[config.mk]
export PLATFORM = sky130hd
export DESIGN_NAME = segc_ctrl
export DESIGN_NICKNAME = d
export VERILOG_FILES = /design/src/rtl/segc_pkg.sv /design/src/rtl/segc_ctrl.sv
export SDC_FILE = /design/constraint.sdc
export NUM_CORES = 1
export LEC_CHECK = 0
export BUFFER_PORTS_ARGS = -buffer_cell sky130_fd_sc_hd__buf_2
export CORE_AREA = 5 5 42 44
export CTS_CLUSTER_SIZE = 40
export DETAILED_ROUTE_END_ITERATION = 10
export DIE_AREA = 0 0 47 49
export PLACE_DENSITY = 0.66
export SYNTH_ARGS = -nofsm -noshare
export SYNTH_HDL_FRONTEND = slang
export SYNTH_SLANG_ARGS = --single-unit
[constraint.sdc]
create_clock -name clk_i -period 1.5 [get_ports clk_i]
set_input_delay 0.225 -clock clk_i [delete_from_list [all_inputs] [get_ports clk_i]]
set_output_delay 0.225 -clock clk_i [all_outputs]
set_load 0.05 [all_outputs]
[src/rtl/segc_pkg.sv]
package segc_pkg;

  localparam int CODE_W     = 8;
  localparam int GAIN_W     = 24;
  localparam int NUM_CODES  = 256;
  localparam int NUM_THR    = 255;
  localparam int NUM_LANES  = 3;
  // lane: lookup, multiply, one stage per code bit; plus the output register
  localparam int LANE_STAGES = 2 + CODE_W;
  localparam int PIPE_STAGES = LANE_STAGES + 1;
  localparam int BN_W       = 512;

  localparam logic [GAIN_W-1:0] GAIN_RESET = 24'd65536;

  // Elaboration-time helpers for the transfer-curve tables.
  function automatic logic [BN_W-1:0] bn_pow(logic [63:0] base, int e);
    logic [BN_W-1:0] r;
    r = BN_W'(1);
    for (int i = 0; i < e; i++) begin
      r = r * BN_W'(base);
    end
    return r;
  endfunction

  // {exact, floor((n/d)^(12/5) * 2^bits)} for n <= d
  function automatic logic [64:0] curve_floor(logic [63:0] n, logic [63:0] d, int bits);
    logic [BN_W-1:0] d12;
    logic [BN_W-1:0] rhs;
    logic [BN_W-1:0] lhs;
    logic [63:0]     lo;
    logic [63:0]     hi;
    logic [63:0]     mid;
    d12 = bn_pow(d, 12);
    rhs = bn_pow(n, 12) << (5 * bits);
    lo  = 64'd0;
    hi  = 64'd1 << bits;
    while (lo < hi) begin
      mid = lo + ((hi - lo + 64'd1) >> 1);
      lhs = bn_pow(mid, 5) * d12;
      if (lhs <= rhs) begin
        lo = mid;
      end else begin
        hi = mid - 64'd1;
      end
    end
    lhs = bn_pow(lo, 5) * d12;
    return {(lhs == rhs), lo};
  endfunction

  // linear value of code c, round half up, lfb fraction bits
  function automatic logic [63:0] lin_entry(int c, int lfb);
    logic [63:0] num;
    logic [64:0] cf;
    if (c <= 10) begin
      num = (64'd5 * 64'(c)) << (lfb + 1);
      return ((num / 64'd16473) + 64'd1) >> 1;
    end else begin
      cf = curve_floor(64'd1000 * 64'(c) + 64'd14025, 64'd269025, lfb + 1);
      return (cf[63:0] + 64'd1) >> 1;
    end
  endfunction

  // linear value of the midpoint between codes k and k+1, ceiling, fb fraction bits
  function automatic logic [63:0] thr_entry(int k, int fb);
    logic [63:0] num;
    logic [64:0] cf;
    if (k <= 9) begin
      num = (64'd5 * (64'd2 * 64'(k) + 64'd1)) << fb;
      return (num + 64'd32945) / 64'd32946;
    end else begin
      cf = curve_floor(64'd100 * (64'd2 * 64'(k) + 64'd1) + 64'd2805, 64'd53805, fb);
      return cf[64] ? cf[63:0] : cf[63:0] + 64'd1;
    end
  endfunction

endpackage

[src/rtl/segc_ctrl.sv]
module segc_ctrl import segc_pkg::*; (
  input  logic                   clk_i,
  input  logic                   rst_ni,
  input  logic                   in_valid_i,
  output logic                   in_ready_o,
  output logic                   out_valid_o,
  input  logic                   out_ready_i,
  output logic [PIPE_STAGES-1:0] adv_o
);

  logic [PIPE_STAGES-1:0] valid_q;
  logic [PIPE_STAGES-1:0] valid_d;

  // a stage moves on when it is empty or the one after it moves on
  always_comb begin
    adv_o[PIPE_STAGES-1] = !valid_q[PIPE_STAGES-1] || out_ready_i;
    for (int i = PIPE_STAGES - 2; i >= 0; i--) begin
      adv_o[i] = !valid_q[i] || adv_o[i+1];
    end
    valid_d[0] = adv_o[0] ? in_valid_i : valid_q[0];
    for (int i = 1; i < PIPE_STAGES; i++) begin
      if (adv_o[i]) begin
        valid_d[i] = valid_q[i-1];
      end else begin
        valid_d[i] = valid_q[i];
      end
    end
  end

  always_ff @(posedge clk_i or negedge rst_ni) begin
    if (!rst_ni) begin
      valid_q <= '0;
    end else begin
      valid_q <= valid_d;
    end
  end

  assign in_ready_o  = adv_o[0];
  assign out_valid_o = valid_q[PIPE_STAGES-1];

endmodule

==> impl_metrics.py, run 1 <==
metrics = {
    "grt": {
        "antenna_found_initial": 0,
        "grt_pass1_wl_um": 1980,
        "grt_start_max_net_pins": 12,
        "grt_pass1_vias": 471,
        "grt_usage_pct": 11.75,
        "grt-ovfl-total": 0,
    },
    "timing": {
        "worst_slew_pin_slew_ps": 244.5,
        "fin_hold_ws_ps": 150.2,
        "finalSetupViolations": 1,
        "setup_tns_ps": -4.772,
        "setup_slack_ps": -4.772,
        "period_share_pct": 100.3,
        "finalHoldViolCount": 0,
        "relSlewSlack_pct": 83.70,
        "clock.fmax_mhz": 664.6,
        "min_period_ps": 1505,
        "rsz0062_at_grt": "true",
        "maxSlewViolCount": 0,
        "finalClockSkew_ps": 4.844,
    },
    "worst_setup_path": {
        "crit_path_end_kind": "primary output",
        "worst_ep_arrival_time_ps": 1280,
        "worst_ep_required_time_ps": 1270,
        "crit_fanout": 7,
        "cp-startpoint": "valid_q[10]",
        "startpoint_type": "flip-flop",
        "r2r_start": "valid_q[9]",
        "r2r_setup_slack_ps": 280,
        "crit_type": "reg2out",
    },
    "yosys": {
        "yosys-top-cells-area": "dfrtp_1, buf_6, a31o_1",
        "synth_most_common_cell": "dfrtp_1",
        "yosys.area.top_type": "dfrtp_1",
        "syn_inst": 41,
        "synth_warnings": 0,
        "synthTopCellsByCount": "dfrtp_1, nand3_1, a31o_1, buf_6, nand2b_1",
        "synth-edff-count": 0,
        "synth-seq-cells": 11,
        "async_flop_share_pct": 100.0,
        "post-synth-top-area-fraction_pct": 55.14,
        "syn-num-nets": 45,
        "yosys.cell_types.count": 19,
        "syn_area_um2": 499.2,
        "seq_area_frac_synth_pct": 55.14,
        "syn_avg_cell_area_um2": 12.18,
        "synth_flop_cell": "dfrtp_1",
    },
    "cells_and_area": {
        "drive_above_1_share_pct": 55.07,
        "fin_nets": 74,
        "antenna_cells": 0,
        "reg_top3": "valid_q x11",
        "final_cell_area_um2": 757.0,
        "largest-register": "valid_q",
        "syn2layout_area_growth_pct": 51.63,
        "largest_reg_flops": 11,
    },
    "route": {
        "drc": 0,
        "ant_nets": 0,
        "drtPass1Iterations": 4,
        "routed_wl_um": 1230,
        "drt_iter0_markers": 4,
        "wl_per_cell_um": 14.47,
        "dr_total_vias": 463,
        "vias_per_cell": 5.447,
    },
    "status": {
        "violations": "setup timing",
        "status": "finished, violations left",
    },
    "floorplan": {
        "ios": 17,
        "rows": 14,
        "dieArea_mm2": 0.002303,
        "core-area_mm2": 0.001401,
        "die_h_um": 49,
        "die_width_um": 47,
        "start_util_pct": 35.63,
    },
    "place": {
        "dpl-instance-area_um2": 616.8,
        "dpl.hpwl_um": 827.8,
        "place_congestion": 0.7084,
        "port_buffers": 16,
        "place_ws_ps": -10.67,
    },
    "clock_tree": {
        "cts_buffers": 3,
        "cts_max_level": 1,
        "clockBufferDepth": 2,
        "clk_pin_slew_ps": 60,
        "cts_root_buffer": "clkbuf_4",
        "clock_sinks": 11,
        "cts_tree": "built",
        "insertion_delay_ps": 270,
    },
    "power": {
        "p_per_area_mw_per_mm2": 1413,
        "power_uw": 1070,
        "ir_drop_mv": 0.6225,
        "p_leak_uw": 0.0003364,
    },
    "run": {
        "cap_viol_max_count": 0,
    },
    "hold_path": {
        "worstHoldStart": "in_valid_i",
        "min_path_type": "in2reg",
    },
}
timing repair:
item / CTS / global route
setup endpoints to repair: 10 / 9
cloned: 1 / 0
buffers inserted: 0 / 4
pin swaps: 2 / 1
gates resized for setup: 14 / 10
hold endpoints to repair: 11 / 0
hold buffers: 1 / 0
critical path, stage by stage (launching register included):
cell and delay [ps]:
dfrtp_2 390, and4b_4 320, nand4_1 130, buf_6 180
power breakdown:
group / total [uW] / switching [uW] / internal (uW) / leakage (uW)
Combinational: 495 / 293 / 202 / 0.000203
Clock: 198 / 95.1 / 103 / 0.0000150
Sequential: 377 / 34.5 / 342 / 0.000118
cell families after synthesis:
| kind of cell | count (synthesis) | synth area share, % |
|---|---|---|
| AOI/OAI and AO/OA | 8 | 14.54 |
| buffers and inverters | 5 | 9.022 |
| DFF | 11 | 55.14 |
| and+or+nand+nor | 17 | 21.31 |
worst paths after layout:
kind,endpoint,cells after the start
max,adv_o[5],3
min,valid_q[0],2
max reg2reg,valid_q[5],3
min reg2reg,valid_q[5],1
max in group asynchronous,valid_q[10],2
min in group asynchronous,valid_q[3],2
layout by cell type, fill, tap and decap left out:
cell type	Yosys	routed
a21o_1	1	1
a21o_2	1	1
a31o_1	3	3
a31o_2	1	1
a41o_1	1	1
a41o_2	1	1
and2_1	1	1
and4_2	0	1
and4_4	0	1
and4b_2	0	1
and4b_4	0	1
buf_2	0	6
buf_4	1	12
buf_6	3	8
clkbuf_1	0	1
clkbuf_4	0	3
dfrtp_1	11	10
dfrtp_2	0	1
dlygate4sd3_1	0	1
inv_1	1	1
nand2_1	2	2
nand2b_1	3	3
nand3_1	4	3
nand3_4	0	1
nand3b_1	1	1
nand4_1	2	2
or2_1	1	1
metal layers:
| metal | global-route usage [%] | vias to the layer above | share of wire (%) |
|---|---|---|---|
| met1 | 12.53 | 231 | 38 |
| met2 | 20.59 | 15 | 56 |
| met5 | 0 | - | 0 |
| li1 | - | 212 | - |
| met3 | 2.583 | 5 | 4.2 |
| met4 | 5.530 | 0 | 2.0 |
stage by stage:
step	cells	util, %
2_1_floorplan	41	-
3_3_place_gp	75	44.02
3_5_place_dp	75	44.02
4_1_cts	81	49.73
5_1_grt	85	54.02
6_report	85	54.02
final cells by class:
type,count,area [um2]
Clock buffer,4,26.28
Multi-Input combinational cell,26,210.2
Fill cell,128,644.4
Sequential cell,11,276.5
Inverter,1,3.754
Timing Repair Buffer,27,220.2
Tap cell,16,20.02
No activity file was read; power rests on OpenSTA's default activity.
==> inputs of run 2 (changes only) <==
--- a/config.mk
+++ b/config.mk
@@ -10,6 +10,7 @@
 export CTS_CLUSTER_SIZE = 40
 export DETAILED_ROUTE_END_ITERATION = 10
 export DIE_AREA = 0 0 47 49
+export GPL_TIMING_DRIVEN = 0
 export PLACE_DENSITY = 0.66
 export SYNTH_ARGS = -nofsm -noshare
 export SYNTH_HDL_FRONTEND = slang
==> impl_metrics.py, run 2 (same netlist as run 1, synthesis figures left out) <==
metrics = {
    "cells_and_area": {
        "largest_reg_flops": 11,
        "antenna_cells": 0,
        "final_common_cell": "buf_4",
        "stdcell_count": 88,
        "drive_above_1_share_pct": 56.94,
        "reg_top3": "valid_q x11",
        "fin_nets": 77,
        "final_cell_mix": "buf_4, dfrtp_1, buf_6, buf_2",
        "syn2layout_area_growth_pct": 61.40,
        "largest-register": "valid_q",
    },
    "grt": {
        "grt_start_max_net_pins": 12,
        "grt_pass1_wl_um": 2214,
        "grt_pass1_vias": 512,
        "grt_usage_pct": 12.89,
        "grt-ovfl-total": 0,
        "antenna_found_initial": 0,
    },
    "floorplan": {
        "die_h_um": 49,
        "ios": 17,
        "die_width_um": 47,
        "dieArea_mm2": 0.002303,
        "core-area_mm2": 0.001401,
        "rows": 14,
        "start_util_pct": 35.63,
    },
    "route": {
        "ant_nets": 0,
        "drc": 0,
        "dr_total_vias": 441,
        "routed_wl_um": 1199,
        "drtPass1Iterations": 2,
        "drt_iter0_markers": 2,
        "vias_per_cell": 5.011,
        "wl_per_cell_um": 13.63,
    },
    "hold_path": {
        "min_path_cells": 2,
        "min_path_type": "in2reg",
    },
    "worst_setup_path": {
        "r2r_cells": 5,
        "r2r_start": "valid_q[10]",
        "startpoint_type": "flip-flop",
        "crit_fanout": 7,
        "crit_slowest_cell": "dfrtp_2",
        "endpoint": "adv_o[7]",
        "reg2reg_to": "valid_q[5]",
        "crit_chain": "and4b_1, buf_6, buf_4, nand2_4, buf_8",
        "cp-startpoint": "valid_q[10]",
        "crit_path_end_kind": "primary output",
        "r2r_setup_slack_ps": 90,
        "worst_ep_required_time_ps": 1270,
        "max_stage_delay_ps": 420,
        "crit_type": "reg2out",
        "worst_ep_arrival_time_ps": 1370,
    },
    "place": {
        "place_congestion": 0.6829,
        "dp_cells": 73,
        "port_buffers": 16,
    },
    "power": {
        "p_per_area_mw_per_mm2": 1402,
        "power_uw": 1129,
        "p_leak_uw": 0.0003623,
        "ir_drop_mv": 0.7578,
    },
    "timing": {
        "period_share_pct": 106.3,
        "min_period_ps": 1595,
        "maxSlewViolCount": 0,
        "rsz0062_at_grt": "true",
        "finalClockSkew_ps": 2.281,
        "finalSetupViolations": 10,
        "setup_slack_ps": -94.97,
        "relSlewSlack_pct": 83.17,
        "worst_slew_pin_slew_ps": 252.4,
        "clock.fmax_mhz": 627.0,
        "finalHoldViolCount": 0,
    },
    "clock_tree": {
        "cts_tree": "built",
        "clk_pin_slew_ps": 70,
        "clock_sinks": 11,
        "cts_buffers": 3,
        "insertion_delay_ps": 260,
        "clockBufferDepth": 2,
        "cts_max_level": 1,
        "cts_root_buffer": "clkbuf_4",
    },
    "status": {
        "status": "finished, violations left",
        "violations": "setup timing",
    },
    "run": {
        "cap_viol_max_count": 0,
    },
}
[run 2: cell types whose count changed in the layout (fill, tap and decap cells not counted), sizes merged]
cell and change:
buf +4, and4b -1
[run 2: per-layer routing]
layer	up-vias	global-route usage [%]	wire (um)
li1	214	-	-
met1	219	15.72	477
met2	6	21.27	688
met3	2	2.214	28
met4	0	5.530	4
met5	-	0	0
[run 2: through the flow]
stage | area (um2) | hold WS (ps) | utilization [%] | setup TNS (ps) | worst slack (ps)
after detailed placement | 613.1 | 109.5 | 43.75 | 0 | 11.10
final | 805.8 | 151.4 | 57.50 | -406.5 | -94.97
after global routing | 805.8 | 165.3 | 57.50 | -1143 | -158.7
after global placement | 613.1 | 106.0 | 43.75 | 0 | 13.29
after CTS | 763.2 | 148.1 | 54.46 | -300.6 | -82.13
after floorplan | 513.0 | -70.59 | - | -1100 | -220.0
[run 2: where the power goes]
group,leakage (uW),internal [uW],switching [uW]
combinational,0.000230,240,320
sequential,0.000118,343,26.2
clock,0.0000150,103,97.8
[run 2: worst min-delay path by stage]
stage / from / end / slack, ps
after detailed placement: rst_ni / valid_q[2] / 110
after floorplan: rst_ni / valid_q[0] / -70
after global routing: in_valid_i / valid_q[0] / 170
after CTS: in_valid_i / valid_q[0] / 150
after global placement: rst_ni / valid_q[2] / 110
final: in_valid_i / valid_q[0] / 150
[run 2: cell type report]
cell class                 instances  area [um2]
tap                               16       20.02
multi-input combinational         25       211.5
timing repair buffer              28       232.7
clock buffer                       4       26.28
buffer                             3       33.78
sequential                        11       277.8
fill                             130       595.6
inverter                           1       3.754
[run 2: repair_timing]
action | 4_1_cts | 5_1_grt
hold buffers | 1 | 0
endpoints found under the setup margin | 10 | 10
buffers inserted | 8 | 2
resized for setup | 20 | 6
endpoints found under the hold margin | 11 | 0
gates cloned | 1 | 0
pin swaps | 2 | 1
[run 2: worst max-delay path: cells and delay by family (launching register included)]
kind / cells / cell delay, ps
buf+inv: 3 / 420
flops: 1 / 420
simple gates: 2 / 260
==> inputs of run 3 (changes only) <==
--- a/config.mk
+++ b/config.mk
@@ -5,13 +5,14 @@
 export SDC_FILE = /design/constraint.sdc
 export NUM_CORES = 1
 export LEC_CHECK = 0
+export ABC_AREA = 1
 export BUFFER_PORTS_ARGS = -buffer_cell sky130_fd_sc_hd__buf_2
-export CORE_AREA = 5 5 42 44
+export CORE_MARGIN = 5
+export CORE_UTILIZATION = 35
 export CTS_CLUSTER_SIZE = 40
 export DETAILED_ROUTE_END_ITERATION = 10
-export DIE_AREA = 0 0 47 49
 export GPL_TIMING_DRIVEN = 0
-export PLACE_DENSITY = 0.66
+export PLACE_DENSITY = 0.62
 export SYNTH_ARGS = -nofsm -noshare
 export SYNTH_HDL_FRONTEND = slang
 export SYNTH_SLANG_ARGS = --single-unit
==> impl_metrics.py, run 3 <==
metrics = {
    "cells_and_area": {
        "syn2layout_area_growth_pct": 58.81,
        "reg_top3": "valid_q x11",
        "final_cell_area_um2": 767.0,
        "largest-register": "valid_q",
        "largest_reg_flops": 11,
        "antenna_cells": 0,
        "drive_above_1_share_pct": 50.65,
        "fin_nets": 82,
        "final.fill_count": 119,
        "stdcell_count": 92,
        "final_cell_mix": "inv_1, nand2_1, buf_4, dfrtp_1, buf_6",
    },
    "yosys": {
        "syn-num-nets": 50,
        "yosys.cell_types.count": 10,
        "synth_warnings": 0,
        "seq_area_frac_synth_pct": 56.99,
        "syn_area_um2": 483.0,
        "syn_avg_cell_area_um2": 10.50,
        "post-synth-top-area-fraction_pct": 56.99,
        "synth_flop_cell": "dfrtp_1",
        "synth-edff-count": 0,
        "yosys-top-cells-area": "dfrtp_1, inv_1, nand2_1",
        "syn_inst": 46,
        "synthTopCellsByCount": "inv_1, nand2_1, dfrtp_1",
        "synth-seq-cells": 11,
        "yosys.area.top_type": "dfrtp_1",
        "async_flop_share_pct": 100.0,
    },
    "power": {
        "p_switching_uw": 574.0,
        "seq_power_share_pct": 32.0,
        "power_uw": 1310,
        "p_per_area_mw_per_mm2": 1709,
        "p_clk_share_pct": 15.2,
        "ir_drop_mv": 0.8217,
        "combPwrFrac_pct": 52.8,
        "power.internal_uw": 736.4,
        "sw_frac_of_total_pct": 43.80,
        "p_leak_uw": 0.0004005,
    },
    "grt": {
        "grt_usage_pct": 11.56,
        "grt_pass1_wl_um": 1642,
        "grt-ovfl-total": 0,
        "grt_start_max_net_pins": 12,
        "antenna_found_initial": 0,
        "grt_pass1_vias": 414,
    },
    "timing": {
        "finalHoldViolCount": 0,
        "worst_slew_pin_slew_ps": 248.9,
        "min_period_ps": 1766,
        "period_share_pct": 117.7,
        "setup_tns_ps": -1641,
        "rsz0062_at_grt": "true",
        "maxSlewViolCount": 0,
        "setup_slack_ps": -265.8,
        "relSlewSlack_pct": 83.52,
        "finalSetupViolations": 9,
        "finalClockSkew_ps": 3.606,
        "clock.fmax_mhz": 566.3,
    },
    "route": {
        "wl_per_cell_um": 10.54,
        "dr_total_vias": 387,
        "vias_per_cell": 4.207,
        "drt_iter0_markers": 0,
        "drtPass1Iterations": 1,
        "drc": 0,
        "ant_nets": 0,
        "routed_wl_um": 970,
    },
    "worst_setup_path": {
        "worst_ep_arrival_time_ps": 1540,
        "worst_ep_required_time_ps": 1270,
        "crit_fanout": 3,
        "crit_type": "reg2out",
        "crit_slowest_cell": "dfrtp_1",
        "crit_chain": "nand4_4, nor2_4, nand4_4, nor2_4, nand4_4, buf_6, buf_8",
        "crit_path_end_kind": "primary output",
        "startpoint_type": "flip-flop",
        "path_common_cell": "nand4_4",
        "max_stage_delay_ps": 400,
    },
    "floorplan": {
        "start_util_pct": 37.12,
        "core-area_mm2": 0.001301,
        "rows": 13,
        "dieArea_mm2": 0.002223,
        "ios": 17,
        "die_h_um": 47.15,
        "die_width_um": 47.15,
    },
    "place": {
        "place_ws_ps": -257.6,
        "place_congestion": 0.6883,
        "dpl-instance-area_um2": 595.6,
        "dpl.hpwl_um": 683.9,
        "port_buffers": 16,
        "dp_cells": 77,
    },
    "hold_path": {
        "min_path_type": "in2reg",
    },
    "clock_tree": {
        "cts_max_level": 1,
        "clk_pin_slew_ps": 70,
        "clock_sinks": 11,
        "cts_tree": "built",
        "cts_buffers": 3,
        "cts_root_buffer": "clkbuf_4",
        "insertion_delay_ps": 270,
        "clockBufferDepth": 2,
    },
    "run": {
        "cap_viol_max_count": 0,
    },
    "status": {
        "violations": "setup timing",
        "status": "finished, violations left",
    },
}
[run 3: logic make-up (layout without fill, tap and decap cells)]
logic type	count (synthesis)	after routing	synth area share [%]
simple gates	22	22	32.12
buf+inv	13	44	10.88
flops	11	11	56.99
[run 3: layout make-up]
class / instances / area, um2 / share of cell area [%]
multi-input cells: 22 / 163.9 / 21.37
inverters: 12 / 45.04 / 5.873
plain buffers: 1 / 11.26 / 1.468
clock buffers: 4 / 26.28 / 3.426
flip-flops and latches: 11 / 276.5 / 36.05
repair buffers: 27 / 225.2 / 29.36
well taps: 15 / 18.77 / 2.447
[run 3: path summary, 6_finish.rpt]
path                                 start     endpoint  slack, ps  depth (start not counted)
worst max-delay path            valid_q[8]     adv_o[0]       -270                          7
worst min-delay path            in_valid_i   valid_q[0]        130                          3
worst max register to register  valid_q[8]   valid_q[1]        280                          7
worst min register to register  valid_q[3]   valid_q[4]        490                          2
max in group asynchronous           rst_ni  valid_q[10]        940                          2
min in group asynchronous           rst_ni   valid_q[2]        350                          2
[run 3: worst max-delay path, delay by kind of cell (launching register included)]
kind          cells  cell delay (ps)
flops             1              400
simple gates      5              600
buf+inv           2              280
[run 3: layer usage]
metal | track usage [%] | part of all wire, % | vias up
met4 | 6.630 | 1.2 | 0
li1 | - | - | 199
met5 | 0 | 0 | -
met1 | 11.88 | 38 | 170
met2 | 18.16 | 50 | 16
met3 | 6.897 | 10 | 2
[run 3: repair_timing]
action,CTS,global route
hold endpoints to repair,11,0
pin swaps,3,0
buffers inserted,7,3
gates resized for setup,15,5
setup endpoints to repair,9,9
hold buffers,1,0
[run 3: power by group through the flow]
stage          clock network [uW]  registers (uW)  logic [uW]
2_1_floorplan                   0             421         413
3_3_place_gp                    0             424         505
3_5_place_dp                    0             426         511
4_1_cts                       211             420         650
5_1_grt                       235             427         738
6_report                      199             420         692
[run 3: per-stage QoR]
step / hold slack, ps / utilization, %
detailed placement: 105.8 / 45.77
finish: 133.4 / 58.94
CTS: 123.7 / 56.15
floorplan: -70.59 / -
global route: 137.4 / 58.94
global placement: 105.6 / 45.77
